--- src/sv/twht_pkg.sv ---
// shared types and constants for the touch window hit tracker
// no dependencies; imported by twht_hit_test, touch_window_hit_tracker_unit and the bench
`default_nettype none

package twht_pkg;

    localparam int COORD_BITS   = 11;
    localparam int REFR_BITS    = 16;
    localparam int CFG_BITS     = 2 + 4 * COORD_BITS + REFR_BITS;
    localparam int CFG_IDX_BITS = 3;
    localparam int MASK_BITS    = 8;

    // packed window setup, bit 0 is the active flag
    typedef struct packed {
        logic [REFR_BITS-1:0]  refractory;
        logic [COORD_BITS-1:0] half_y;
        logic [COORD_BITS-1:0] half_x;
        logic [COORD_BITS-1:0] cy;
        logic [COORD_BITS-1:0] cx;
        logic                  ellipse;
        logic                  active;
    } t_win_cfg;

    localparam t_win_cfg WIN_RESET = '{
        refractory: '0,
        half_y:     COORD_BITS'(100),
        half_x:     COORD_BITS'(100),
        cy:         COORD_BITS'(320),
        cx:         COORD_BITS'(400),
        ellipse:    1'b1,
        active:     1'b0
    };

    typedef enum logic [1:0] {
        ST_UNDEF = 2'd0,
        ST_IN    = 2'd1,
        ST_OUT   = 2'd2
    } t_win_state;

    typedef struct packed {
        logic [COORD_BITS-1:0] touch_x;
        logic [COORD_BITS-1:0] touch_y;
    } t_touch_in;

    typedef struct packed {
        logic [MASK_BITS-1:0]  changed_mask;
        logic [MASK_BITS-1:0]  inside_mask;
        logic [COORD_BITS-1:0] report_y;
        logic [COORD_BITS-1:0] report_x;
    } t_touch_rpt;

    // request to the hit test unit
    typedef struct packed {
        logic                  start;
        logic [COORD_BITS-1:0] x;
        logic [COORD_BITS-1:0] y;
        t_win_cfg              cfg;
    } t_hit_req;

    // status back from the hit test unit
    typedef struct packed {
        logic busy;
        logic done;
        logic hit;
    } t_hit_rsp;

endpackage

`default_nettype wire

--- src/sv/twht_hit_test.sv ---
// point-in-window test for one window at a time, with one shared multiplier
// depends on twht_pkg
`default_nettype none

module twht_hit_test
    import twht_pkg::*;
(
    input  wire logic     i_clk,
    input  wire logic     i_rst_n,
    input  wire t_hit_req i_req,
    output t_hit_rsp      o_rsp
);

    localparam int PROD_BITS = 2 * COORD_BITS;
    localparam int SQ_BITS   = 2 * PROD_BITS;

    typedef enum logic [3:0] {
        H_IDLE, H_CHECK, H_AP, H_BP, H_CP, H_A2, H_B2, H_C2, H_CMP
    } t_hstate;

    t_hstate                r_state;
    logic                   r_done;
    logic                   r_inside;
    logic                   r_ellipse;
    logic [COORD_BITS-1:0]  r_adx;
    logic [COORD_BITS-1:0]  r_ady;
    logic [COORD_BITS-1:0]  r_px;
    logic [COORD_BITS-1:0]  r_py;
    logic [PROD_BITS-1:0]   r_a;
    logic [PROD_BITS-1:0]   r_b;
    logic [PROD_BITS-1:0]   r_c;
    logic [SQ_BITS-1:0]     r_p;
    logic [SQ_BITS:0]       r_sum;

    logic [COORD_BITS:0]    dx;
    logic [COORD_BITS:0]    dy;
    logic [COORD_BITS:0]    n_adx;
    logic [COORD_BITS:0]    n_ady;
    logic [PROD_BITS-1:0]   mul_a;
    logic [PROD_BITS-1:0]   mul_b;
    logic [SQ_BITS-1:0]     mul_p;

    // absolute offsets from the window center
    always_comb begin
        dx    = {1'b0, i_req.x} - {1'b0, i_req.cfg.cx};
        dy    = {1'b0, i_req.y} - {1'b0, i_req.cfg.cy};
        n_adx = dx[COORD_BITS] ? (~dx + 1'b1) : dx;
        n_ady = dy[COORD_BITS] ? (~dy + 1'b1) : dy;
    end

    // operand select for the shared multiplier
    always_comb begin
        unique case (r_state)
            H_AP: begin
                mul_a = PROD_BITS'(r_adx);
                mul_b = PROD_BITS'(r_py);
            end
            H_BP: begin
                mul_a = PROD_BITS'(r_ady);
                mul_b = PROD_BITS'(r_px);
            end
            H_CP: begin
                mul_a = PROD_BITS'(r_px);
                mul_b = PROD_BITS'(r_py);
            end
            H_A2: begin
                mul_a = r_a;
                mul_b = r_a;
            end
            H_B2: begin
                mul_a = r_b;
                mul_b = r_b;
            end
            H_C2: begin
                mul_a = r_c;
                mul_b = r_c;
            end
            default: begin
                mul_a = '0;
                mul_b = '0;
            end
        endcase
        mul_p = mul_a * mul_b;
    end

    always_ff @(posedge i_clk) begin
        if (!i_rst_n) begin
            r_state  <= H_IDLE;
            r_done   <= 1'b0;
            r_inside <= 1'b0;
        end else begin
            // answer is ready after the rectangle check or the final compare
            r_done <= (r_state == H_CMP) ||
                      ((r_state == H_CHECK) &&
                       (!r_ellipse || r_px == '0 || r_py == '0));
            unique case (r_state)
                H_IDLE: begin
                    if (i_req.start) begin
                        r_adx     <= n_adx[COORD_BITS-1:0];
                        r_ady     <= n_ady[COORD_BITS-1:0];
                        r_px      <= i_req.cfg.half_x;
                        r_py      <= i_req.cfg.half_y;
                        r_ellipse <= i_req.cfg.ellipse;
                        r_state   <= H_CHECK;
                    end
                end
                H_CHECK: begin
                    if (!r_ellipse) begin
                        r_inside <= (r_adx < r_px) && (r_ady < r_py);
                        r_state  <= H_IDLE;
                    end else if (r_px == '0 || r_py == '0) begin
                        r_inside <= 1'b0;
                        r_state  <= H_IDLE;
                    end else begin
                        r_state <= H_AP;
                    end
                end
                H_AP: begin
                    r_p     <= mul_p;
                    r_state <= H_BP;
                end
                H_BP: begin
                    r_a     <= r_p[PROD_BITS-1:0];
                    r_p     <= mul_p;
                    r_state <= H_CP;
                end
                H_CP: begin
                    r_b     <= r_p[PROD_BITS-1:0];
                    r_p     <= mul_p;
                    r_state <= H_A2;
                end
                H_A2: begin
                    r_c     <= r_p[PROD_BITS-1:0];
                    r_p     <= mul_p;
                    r_state <= H_B2;
                end
                H_B2: begin
                    r_sum   <= {1'b0, r_p};
                    r_p     <= mul_p;
                    r_state <= H_C2;
                end
                H_C2: begin
                    r_sum   <= r_sum + {1'b0, r_p};
                    r_p     <= mul_p;
                    r_state <= H_CMP;
                end
                H_CMP: begin
                    r_inside <= r_sum < {1'b0, r_p};
                    r_state  <= H_IDLE;
                end
                default: begin
                    r_state <= H_IDLE;
                end
            endcase
        end
    end

    assign o_rsp.busy = (r_state != H_IDLE);
    assign o_rsp.done = r_done;
    assign o_rsp.hit  = r_inside;

endmodule

`default_nettype wire

--- src/sv/touch_window_hit_tracker_unit.sv ---
// touch window hit tracker, top level: window setup, per-window status, sequencer
// depends on twht_pkg and twht_hit_test
`default_nettype none

// usage
// - input channel (i_in_valid / o_in_ready) carries one touch word (x, y)
// - output channel (o_out_valid / i_out_ready) carries one report word when
//   some window changed: changed mask, inside mask, y, x; no word otherwise
// - config port: i_cfg_we with i_cfg_index picks window setup register,
//   writes take effect at once and are meant for idle periods only;
//   toggling the active bit puts that window back to undefined
// - windows are visited in order by one sequencer and one hit test unit with
//   a shared multiplier; an inactive window needs no hit test, an active
//   rectangle (or degenerate ellipse) ends at the rectangle check, and an
//   active ellipse window runs the multiplier steps and a final compare
// - per item: accept, visit every window, load the report register if due
// - o_in_ready is high only while the sequencer is idle; one word at a time
// - the report register decouples the sides: a new touch word is taken while
//   the last report still waits; a report that finds the register full
//   holds the sequencer until the receiver takes the old one
// - reset (synchronous, active low) loads the default setup into every
//   window, sets every status to undefined and clears all countdowns
module touch_window_hit_tracker_unit
    import twht_pkg::*;
#(
    parameter int WINDOWS = 8
) (
    input  wire logic                    i_clk,
    input  wire logic                    i_rst_n,
    input  wire logic                    i_in_valid,
    output logic                         o_in_ready,
    input  wire t_touch_in               i_in_data,
    output logic                         o_out_valid,
    input  wire logic                    i_out_ready,
    output t_touch_rpt                   o_out_data,
    input  wire logic                    i_cfg_we,
    input  wire logic [CFG_IDX_BITS-1:0] i_cfg_index,
    input  wire logic [CFG_BITS-1:0]     i_cfg_data
);

    localparam int IDX_W = (WINDOWS > 1) ? $clog2(WINDOWS) : 1;
    localparam logic [IDX_W-1:0] LAST_IDX = IDX_W'(WINDOWS - 1);

    typedef enum logic [1:0] {T_IDLE, T_WIN, T_WAIT, T_PUSH} t_state;

    t_state                 r_state;
    logic [IDX_W-1:0]       r_idx;
    logic [COORD_BITS-1:0]  r_x;
    logic [COORD_BITS-1:0]  r_y;
    logic [MASK_BITS-1:0]   r_changed;
    logic [MASK_BITS-1:0]   r_inside;
    logic                   r_report;
    t_win_cfg               r_setup  [WINDOWS];
    t_win_state             r_status [WINDOWS];
    logic [REFR_BITS-1:0]   r_cd     [WINDOWS];
    logic                   r_out_valid;
    t_touch_rpt             r_out;

    t_win_cfg               cur_cfg;
    t_win_state             cur_st;
    logic [REFR_BITS-1:0]   cur_cd;
    t_win_state             n_status;
    logic [REFR_BITS-1:0]   n_cd;
    logic                   n_chg;
    logic                   n_in;
    logic                   step_done;
    logic                   step_rep;
    logic                   cfg_hit;
    logic [IDX_W-1:0]       cfg_slot;
    logic                   out_free;
    t_hit_req               hit_req;
    t_hit_rsp               hit_rsp;

    assign cur_cfg = r_setup[r_idx];
    assign cur_st  = r_status[r_idx];
    assign cur_cd  = r_cd[r_idx];

    // status update of the current window once its hit test is back
    always_comb begin
        n_status = cur_st;
        n_cd     = cur_cd;
        n_chg    = 1'b0;
        n_in     = 1'b0;
        if (hit_rsp.hit) begin
            n_in = 1'b1;
            if (cur_st != ST_IN) begin
                n_status = ST_IN;
                n_cd     = '0;
                n_chg    = 1'b1;
            end
        end else if (cur_st != ST_OUT) begin
            // refractory countdown: load, count down, leave at one; leave at once with no refractory
            if (cur_cfg.refractory != '0 && cur_cd == '0) begin
                n_cd = cur_cfg.refractory;
            end else if (cur_cfg.refractory != '0 && cur_cd != REFR_BITS'(1)) begin
                n_cd = cur_cd - 1'b1;
            end else begin
                n_cd     = '0;
                n_status = ST_OUT;
                n_chg    = 1'b1;
            end
        end
    end

    // one window finished this cycle, and whether it asks for a report
    always_comb begin
        step_done = 1'b0;
        step_rep  = 1'b0;
        if (r_state == T_WIN && !cur_cfg.active) begin
            step_done = 1'b1;
            step_rep  = (cur_st == ST_UNDEF);
        end else if (r_state == T_WAIT && hit_rsp.done) begin
            step_done = 1'b1;
            step_rep  = n_chg;
        end
    end

    assign hit_req.start = (r_state == T_WIN) && cur_cfg.active;
    assign hit_req.x     = r_x;
    assign hit_req.y     = r_y;
    assign hit_req.cfg   = cur_cfg;

    twht_hit_test u_hit (
        .i_clk   (i_clk),
        .i_rst_n (i_rst_n),
        .i_req   (hit_req),
        .o_rsp   (hit_rsp)
    );

    assign cfg_hit  = i_cfg_we && (int'(i_cfg_index) < WINDOWS);
    assign cfg_slot = i_cfg_index[IDX_W-1:0];
    assign out_free = !r_out_valid || i_out_ready;

    always_ff @(posedge i_clk) begin
        if (!i_rst_n) begin
            r_state     <= T_IDLE;
            r_idx       <= '0;
            r_report    <= 1'b0;
            r_out_valid <= 1'b0;
            for (int i = 0; i < WINDOWS; i++) begin
                r_setup[i]  <= WIN_RESET;
                r_status[i] <= ST_UNDEF;
                r_cd[i]     <= '0;
            end
        end else begin
            // receiver took the word and no new one is loaded behind it
            if (r_state != T_PUSH && r_out_valid && i_out_ready) begin
                r_out_valid <= 1'b0;
            end

            unique case (r_state)
                T_IDLE: begin
                    if (i_in_valid) begin
                        r_x       <= i_in_data.touch_x;
                        r_y       <= i_in_data.touch_y;
                        r_changed <= '0;
                        r_inside  <= '0;
                        r_report  <= 1'b0;
                        r_idx     <= '0;
                        r_state   <= T_WIN;
                    end
                end
                T_WIN: begin
                    if (!cur_cfg.active) begin
                        // inactive and undefined settles to out without a change bit
                        if (cur_st == ST_UNDEF) begin
                            r_status[r_idx] <= ST_OUT;
                        end
                    end else begin
                        r_state <= T_WAIT;
                    end
                end
                T_WAIT: begin
                    if (hit_rsp.done) begin
                        r_status[r_idx]  <= n_status;
                        r_cd[r_idx]      <= n_cd;
                        r_changed[r_idx] <= n_chg;
                        r_inside[r_idx]  <= n_in;
                    end
                end
                T_PUSH: begin
                    if (out_free) begin
                        r_out.changed_mask <= r_changed;
                        r_out.inside_mask  <= r_inside;
                        r_out.report_y     <= r_y;
                        r_out.report_x     <= r_x;
                        r_out_valid        <= 1'b1;
                        r_state            <= T_IDLE;
                    end
                end
                default: begin
                    r_state <= T_IDLE;
                end
            endcase

            // advance to the next window or finish the word
            if (step_done) begin
                r_report <= r_report | step_rep;
                if (r_idx == LAST_IDX) begin
                    r_state <= (r_report || step_rep) ? T_PUSH : T_IDLE;
                end else begin
                    r_idx   <= r_idx + 1'b1;
                    r_state <= T_WIN;
                end
            end

            // setup writes, meant only while idle; the block itself does not enforce it
            if (cfg_hit) begin
                if (i_cfg_data[0] != r_setup[cfg_slot].active) begin
                    r_status[cfg_slot] <= ST_UNDEF;
                    r_cd[cfg_slot]     <= '0;
                end
                r_setup[cfg_slot] <= t_win_cfg'(i_cfg_data);
            end
        end
    end

    assign o_in_ready  = (r_state == T_IDLE);
    assign o_out_valid = r_out_valid;
    assign o_out_data  = r_out;

    // hit test answers only while the sequencer waits for it
    a_done_in_wait: assert property (@(posedge i_clk) disable iff (!i_rst_n)
        hit_rsp.done |-> (r_state == T_WAIT))
        else $error("hit test done outside of wait state");

    // hit test unit is free whenever a new touch word can come in
    a_unit_idle: assert property (@(posedge i_clk) disable iff (!i_rst_n)
        (r_state == T_IDLE) |-> !hit_rsp.busy)
        else $error("hit test busy while sequencer idle");

    // a window that is out never keeps a pending countdown
    a_out_no_cd: assert property (@(posedge i_clk) disable iff (!i_rst_n)
        (r_status[r_idx] == ST_OUT) |-> (r_cd[r_idx] == '0))
        else $error("countdown pending on a window that is out");

    // a report is loaded only from the push state with a report pending
    a_rpt_src: assert property (@(posedge i_clk) disable iff (!i_rst_n)
        $rose(r_out_valid) |-> ($past(r_state) == T_PUSH) && $past(r_report))
        else $error("report loaded without a pending report");

endmodule

`default_nettype wire

--- config.mk ---
export PLATFORM = sky130hd
export DESIGN_NAME = touch_window_hit_tracker_unit
export DESIGN_NICKNAME = d
export VERILOG_FILES = /design/src/sv/twht_pkg.sv /design/src/sv/twht_hit_test.sv /design/src/sv/touch_window_hit_tracker_unit.sv
export SDC_FILE = /design/constraint.sdc
export NUM_CORES = 2
export LEC_CHECK = 0
export BUFFER_PORTS_ARGS = -buffer_cell sky130_fd_sc_hd__buf_2
export CORE_ASPECT_RATIO = 0.6
export CORE_MARGIN = 2
export CORE_UTILIZATION = 40
export DETAILED_ROUTE_END_ITERATION = 12
export PLACE_DENSITY = 0.61
export SLEW_MARGIN = 20
export SYNTH_ARGS = -nofsm -noshare
export SYNTH_HDL_FRONTEND = slang
export SYNTH_HIERARCHICAL = 1
export SYNTH_SLANG_ARGS = --single-unit
--- constraint.sdc ---
create_clock -name i_clk -period 13.13 [get_ports i_clk]
set_clock_uncertainty 0.1 [all_clocks]
set_input_delay 0.6565 -clock i_clk [delete_from_list [all_inputs] [get_ports i_clk]]
set_output_delay 0.6565 -clock i_clk [all_outputs]
set_load 0.01 [all_outputs]
# Word-level counts from Yosys, hierarchy flattened

Memory sizes are Yosys's and may differ from the RTL's. A register that Yosys moved wholly into a read port is not among the register bits.
Cells that the tools add are included.

Word-level logic and storage cells: 214
Flip-flop bits (word level): 289
Memory bits (writable): 640
Memories kept: 3
Input bits: 92
Output and inout bits: 40

Add/subtract/negate cells: 7
Bitwise gates (word level): 4
Muxes and demuxes: 94
Order comparisons: 5
Reduce and logical (&&, ||, !) cells: 51
Equal/unequal tests: 24
Multiply operators: 1

Memory list:

| memory   | depth | bits a word | rd ports | clocked after memory_dff | wr ports | line                                | source |
|---|---|---|---|---|---|---|---|
| r_setup  | 8     | 62          | 2        | 1                        | 8        | touch_window_hit_tracker_unit.sv:53 | `t_win_cfg r_setup [WINDOWS];` |
| r_cd     | 8     | 16          | 1        | 1                        | 8        | touch_window_hit_tracker_unit.sv:55 | `logic [REFR_BITS-1:0] r_cd [WINDOWS];` |
| r_status | 8     | 2           | 1        | 1                        | 8        | touch_window_hit_tracker_unit.sv:54 | `t_win_state r_status [WINDOWS];` |

Operators by type and width:

| operator              | number |
|---|---|
| $pmux 22 s6           | 1 |
| $mux 16               | 7 |
| $pmux 22 s5           | 1 |
| $pmux 45 s2           | 1 |
| $mux 62               | 1 |
| $reduce_or 62->1      | 1 |
| $add 45x44->45        | 1 |
| $lt 45x44->1          | 1 |
| $mul 22x22->44        | 1 |
| $mux 1                | 41 |
| $mux 3                | 12 |
| $pmux 4 s8            | 1 |
| $pmux 8 s2            | 2 |
| $reduce_or 16->1      | 2 |
| $mux 2                | 15 |
| $mux 8                | 3 |
| $sub 11x11->12        | 2 |
| $add 11x1->11 const B | 2 |
| $logic_not 11->1      | 2 |
| $lt 11x11->1          | 2 |
| $mux 11               | 2 |
| $not 11->11           | 2 |
| $bwmux 8              | 2 |
| $eq 4x3->1 const B    | 4 |
| other kinds (35)      | 77 |

# Depth between registers and ports, before layout

Depth in word-level cells: 12
Gate-level depth with buffers: 33
Depth with buffers taken out: 30

# Cells and area by module

The synthesis kept the hierarchy.

Modules (own cells, without submodules):

| module                        | seq. area each (um^2) | cells an instance | area an instance (um^2) | times used |
|---|---|---|---|---|
| touch_window_hit_tracker_unit | 20,199.4              | 2,482             | 32,082.0                | 1 |
| twht_hit_test                 | 6,125.9               | 3,072             | 28,274.6                | 1 |

# Least setup slack after synthesis

No wires, ideal clock.

Kind: reg2reg
From: register u_hit.r_state[2]
To: register u_hit.r_p[43], data pin
Data arrival time: 7,798 ps
Clock period less this slack: 8,158 ps
Setup time: 260 ps
Required time: 12,770 ps
Path slack: 4,972 ps
Path buffers: 4
Cell stages (with the launch flop): 31
Cells stage by stage: dfxtp_1 -> clkbuf_1 -> nand2b_1 -> nor2_1 -> buf_2 -> a22oi_1 -> and2_1 -> buf_2 -> clkinv_1 -> clkbuf_1 -> nand2_1 -> fa_1 -> inv_1 -> fa_1 -> inv_1 -> fa_1 -> inv_1 -> fa_1 -> fa_1 -> fa_1 -> fa_1 -> ha_1 -> and3_1 -> nand2_1 -> a2111o_1 -> a21oi_1 -> nor4_1 -> o41a_1 -> o21ai_0 -> a21oi_1 -> xnor2_1

Longest elaborated chain between the ends: 4
Elaborated cells on any way between the ends: 10
Those cells by class: mul: 1; eq/ne: 6; mux: 2; reduce/logical: 1

RTL lines:

| what                                            | line                 | source |
|---|---|---|
| start, declared                                 | twht_hit_test.sv:21  | `t_hstate r_state;` |
| start signal, assigned                          | twht_hit_test.sv:88  | `r_state <= H_IDLE;` |
| start signal, assigned                          | twht_hit_test.sv:104 | `r_state <= H_CHECK;` |
| start signal, assigned                          | twht_hit_test.sv:110 | `r_state <= H_IDLE;` |
| $eq 4x2->1 / $eq 4x3->1 (equally long branches) | twht_hit_test.sv:53  | `unique case (r_state)` |
| $reduce_or 2->1 (no line)                       | n/a                  |  |
| $pmux 22 s5                                     | twht_hit_test.sv:53  |  |
| $mul 22x22->44 (*)                              | twht_hit_test.sv:83  | `mul_p = mul_a * mul_b;` |
| net u_hit.mul_p[43]                             | twht_hit_test.sv:41  | `logic [SQ_BITS-1:0] mul_p;` |
| end signal, assigned                            | twht_hit_test.sv:119 | `r_p <= mul_p;` |
| end signal, assigned                            | twht_hit_test.sv:124 | `r_p <= mul_p;` |
| end signal, assigned                            | twht_hit_test.sv:129 | `r_p <= mul_p;` |
| end, declared                                   | twht_hit_test.sv:32  | `logic [SQ_BITS-1:0] r_p;` |

Mark *: on every way through the listed nets, which the timed path passes. The rest lies on a longest branch.
A chain may end at the register's enable or synchronous reset.

# Final worst setup path

From: register u_hit.r_state[3]
To: register u_hit.r_p[40], data pin

Same word-level chain as after synthesis.

==> run summary <==
Crit Path Max Fanout - 21
Pre-Repair DR Iteration Count - 10
Worst Setup End Kind - flip-flop
Power Density - 102.3 nW/um2
syn_nets - 6338
Slew headroom - 0.1943
hold crit path type - in2reg
DIE AREA - 154100 um2
final wirelength - 191.6 mm
CP dominant cell by count - fa_1
first-pass GRT wire length - 284.7 mm
Max VDD drop - 0.09282 mV
Clock Latency Late Sink - 720 ps
CP max stage delay - 910 ps
synthesized instance count - 5551
final hold vios - 0
CTS clk-pin slew, worst paths - 70 ps
RSZ-0062 raised after global routing - no
Congestion Overflow GR - 0
post-place setup slack - 3182 ps
number of global-route vias before repair - 42590
# DRC - 0
largest net degree at the start of global routing - 79
mapped cell area - 60350 um2
CTS Buf Count - 88
Worst Max-Slew Pin Slew - 1198 ps
fmax - 0.09965 GHz
detailed placer's ending HPWL - 134.3 mm
Vias - 43630
Initial Util - 0.4026
Final Cycle Share - 0.7643
Final Critical Period - 10030 ps
CTS tree - built
crit path max-delay cell type - nand4_1
CP delay by family, top - adder cells
final net count - 6391
IO Count - 132
ANT nets after route - 0
core area - 149900 um2
Startpoint Class - flip-flop
antenna violations before repair - 15
number of synthesis warnings - 6
synthesis-to-finish area growth - 10.37%
Clock Sinks - 929
Req. time, crit path - 13500 ps
vias per inst - 5.670
Longest Clk Path Bufs - 3
count of final max-slew check failures - 0
Setup TNS - 0 ps
Die Width - 505.4 um
crit path buf inv count - 4
fin worst setup slack - 3095 ps
Total GRT Usage - 0.2460
GPL Wtd Cong - 0.9382
Crit path arrival time - 10400 ps
Root Buffer - clkbuf_16
Syn Area/Cell - 10.87 um2
port bufs - 131
iteration-0 DRC count of the detailed router - 5691
status - finished clean
WL per Instance - 24.89 um
Setup CP Type - reg2reg
Max Cap Viol - 0
Core Rows - 110
share of layout cells above drive strength 1 - 0.09762
Pleak - 27.25 nW
setup violators final - 0
Die Height - 304.9 um
H-tree depth - 3
[flip-flops by register name, summed over array words and instances (netlist names), 2 cells and up]
signal         cells
u_hit/r_py        11
r_setup          496
r_idx              3
r_x               11
u_hit/r_c         22
u_hit/r_p         44
r_inside           8
u_hit/r_a         22
u_hit/r_b         22
r_y               11
u_hit/r_state      4
u_hit/r_ady       11
r_changed          8
u_hit/r_sum       45
r_state            2
o_out_data        38
u_hit/r_px        11
r_cd             128
r_status          16
u_hit/r_adx       11
[metal layers]
layer / GRT usage / vias to the layer above / routed length, um
li1: - / 19230 / -
met1: 0.3917 / 21950 / 90080
met2: 0.3290 / 2198 / 75080
met3: 0.06579 / 250 / 22570
met4: 0.04853 / 8 / 3781
met5: 0 / - / 50
[placed cells by master (no fill, tap or decap), drive strengths merged, types with 97 or more instances in the layout]
master / count
xnor2: 101
o21ai: 165
fa: 400
nand2: 604
edfxtp: 772
inv: 702
nor2: 312
buf: 230
and2: 430
clkbuf: 108
dfxtp: 157
ha: 295
nand3: 97
a21oi: 194
a22oi: 114
[worst paths after layout]
check	slack (ps)	startpoint	endpoint	depth (start not counted)
min	60	i_in_data[17]	r_x[6]	1
max	3100	u_hit/r_state[3]	u_hit/r_p[40]	27
max reg2reg	3100	u_hit/r_state[3]	u_hit/r_p[40]	27
min reg2reg	350	r_cd[0][4]	r_cd[0][4]	2
[worst reg2reg max path: stages (launching register included)]
cell and delay (ps):
dfxtp_1 490, nand2b_1 260, nor2_1 90, buf_4 220, a222oi_1 760, nand4_1 910
nand2_1 370, inv_1 90, fa_1 510, inv_1 50, fa_1 500, fa_1 530
fa_1 550, inv_1 50, fa_1 460, fa_1 510, fa_1 440, ha_1 380
nand2_1 90, a32oi_1 230, nand2_1 90, a21oi_1 520, a21oi_1 370, o31ai_1 570
nand2b_1 180, o211ai_1 190, o211ai_1 130, xnor2_1 130
[power breakdown]
part | internal, W | switching [W]
combinational | 0.000219 | 0.000481
clock | 0.00152 | 0.00121
sequential | 0.00332 | 0.0000591
total | 0.00506 | 0.00175
[per-stage QoR]
step	utilization	hold WS (ps)	area, um2	power (W)	cells
2_1_floorplan	-	320.2	60350	0.003846	5551
3_3_place_gp	0.4224	332.0	63310	0.004107	7509
3_5_place_dp	0.4224	339.0	63310	0.004118	7509
4_1_cts	0.4441	18.36	66560	0.006832	7689
5_1_grt	0.4443	25.43	66590	0.007023	7691
6_report	0.4444	58.13	66600	0.006816	7695
[final cells by class]
class | instances | area (um2)
Fill cell | 13940 | 83280
Timing Repair Buffer | 250 | 1614
Tap cell | 2016 | 2522
Clock buffer | 107 | 2326
Sequential cell | 929 | 26340
Antenna cell | 4 | 10.01
Clock inverter | 54 | 730.7
Multi-Input combinational cell | 3631 | 30420
Inverter | 704 | 2643
[repair_timing]
item | 4_1_cts | 5_1_grt
setup buffers | 0 | 0
resized for setup | 0 | 0
endpoints found under the hold margin | 19 | 0
hold buffers | 19 | 0
Note: power is estimated with default switching activity, not from simulation.
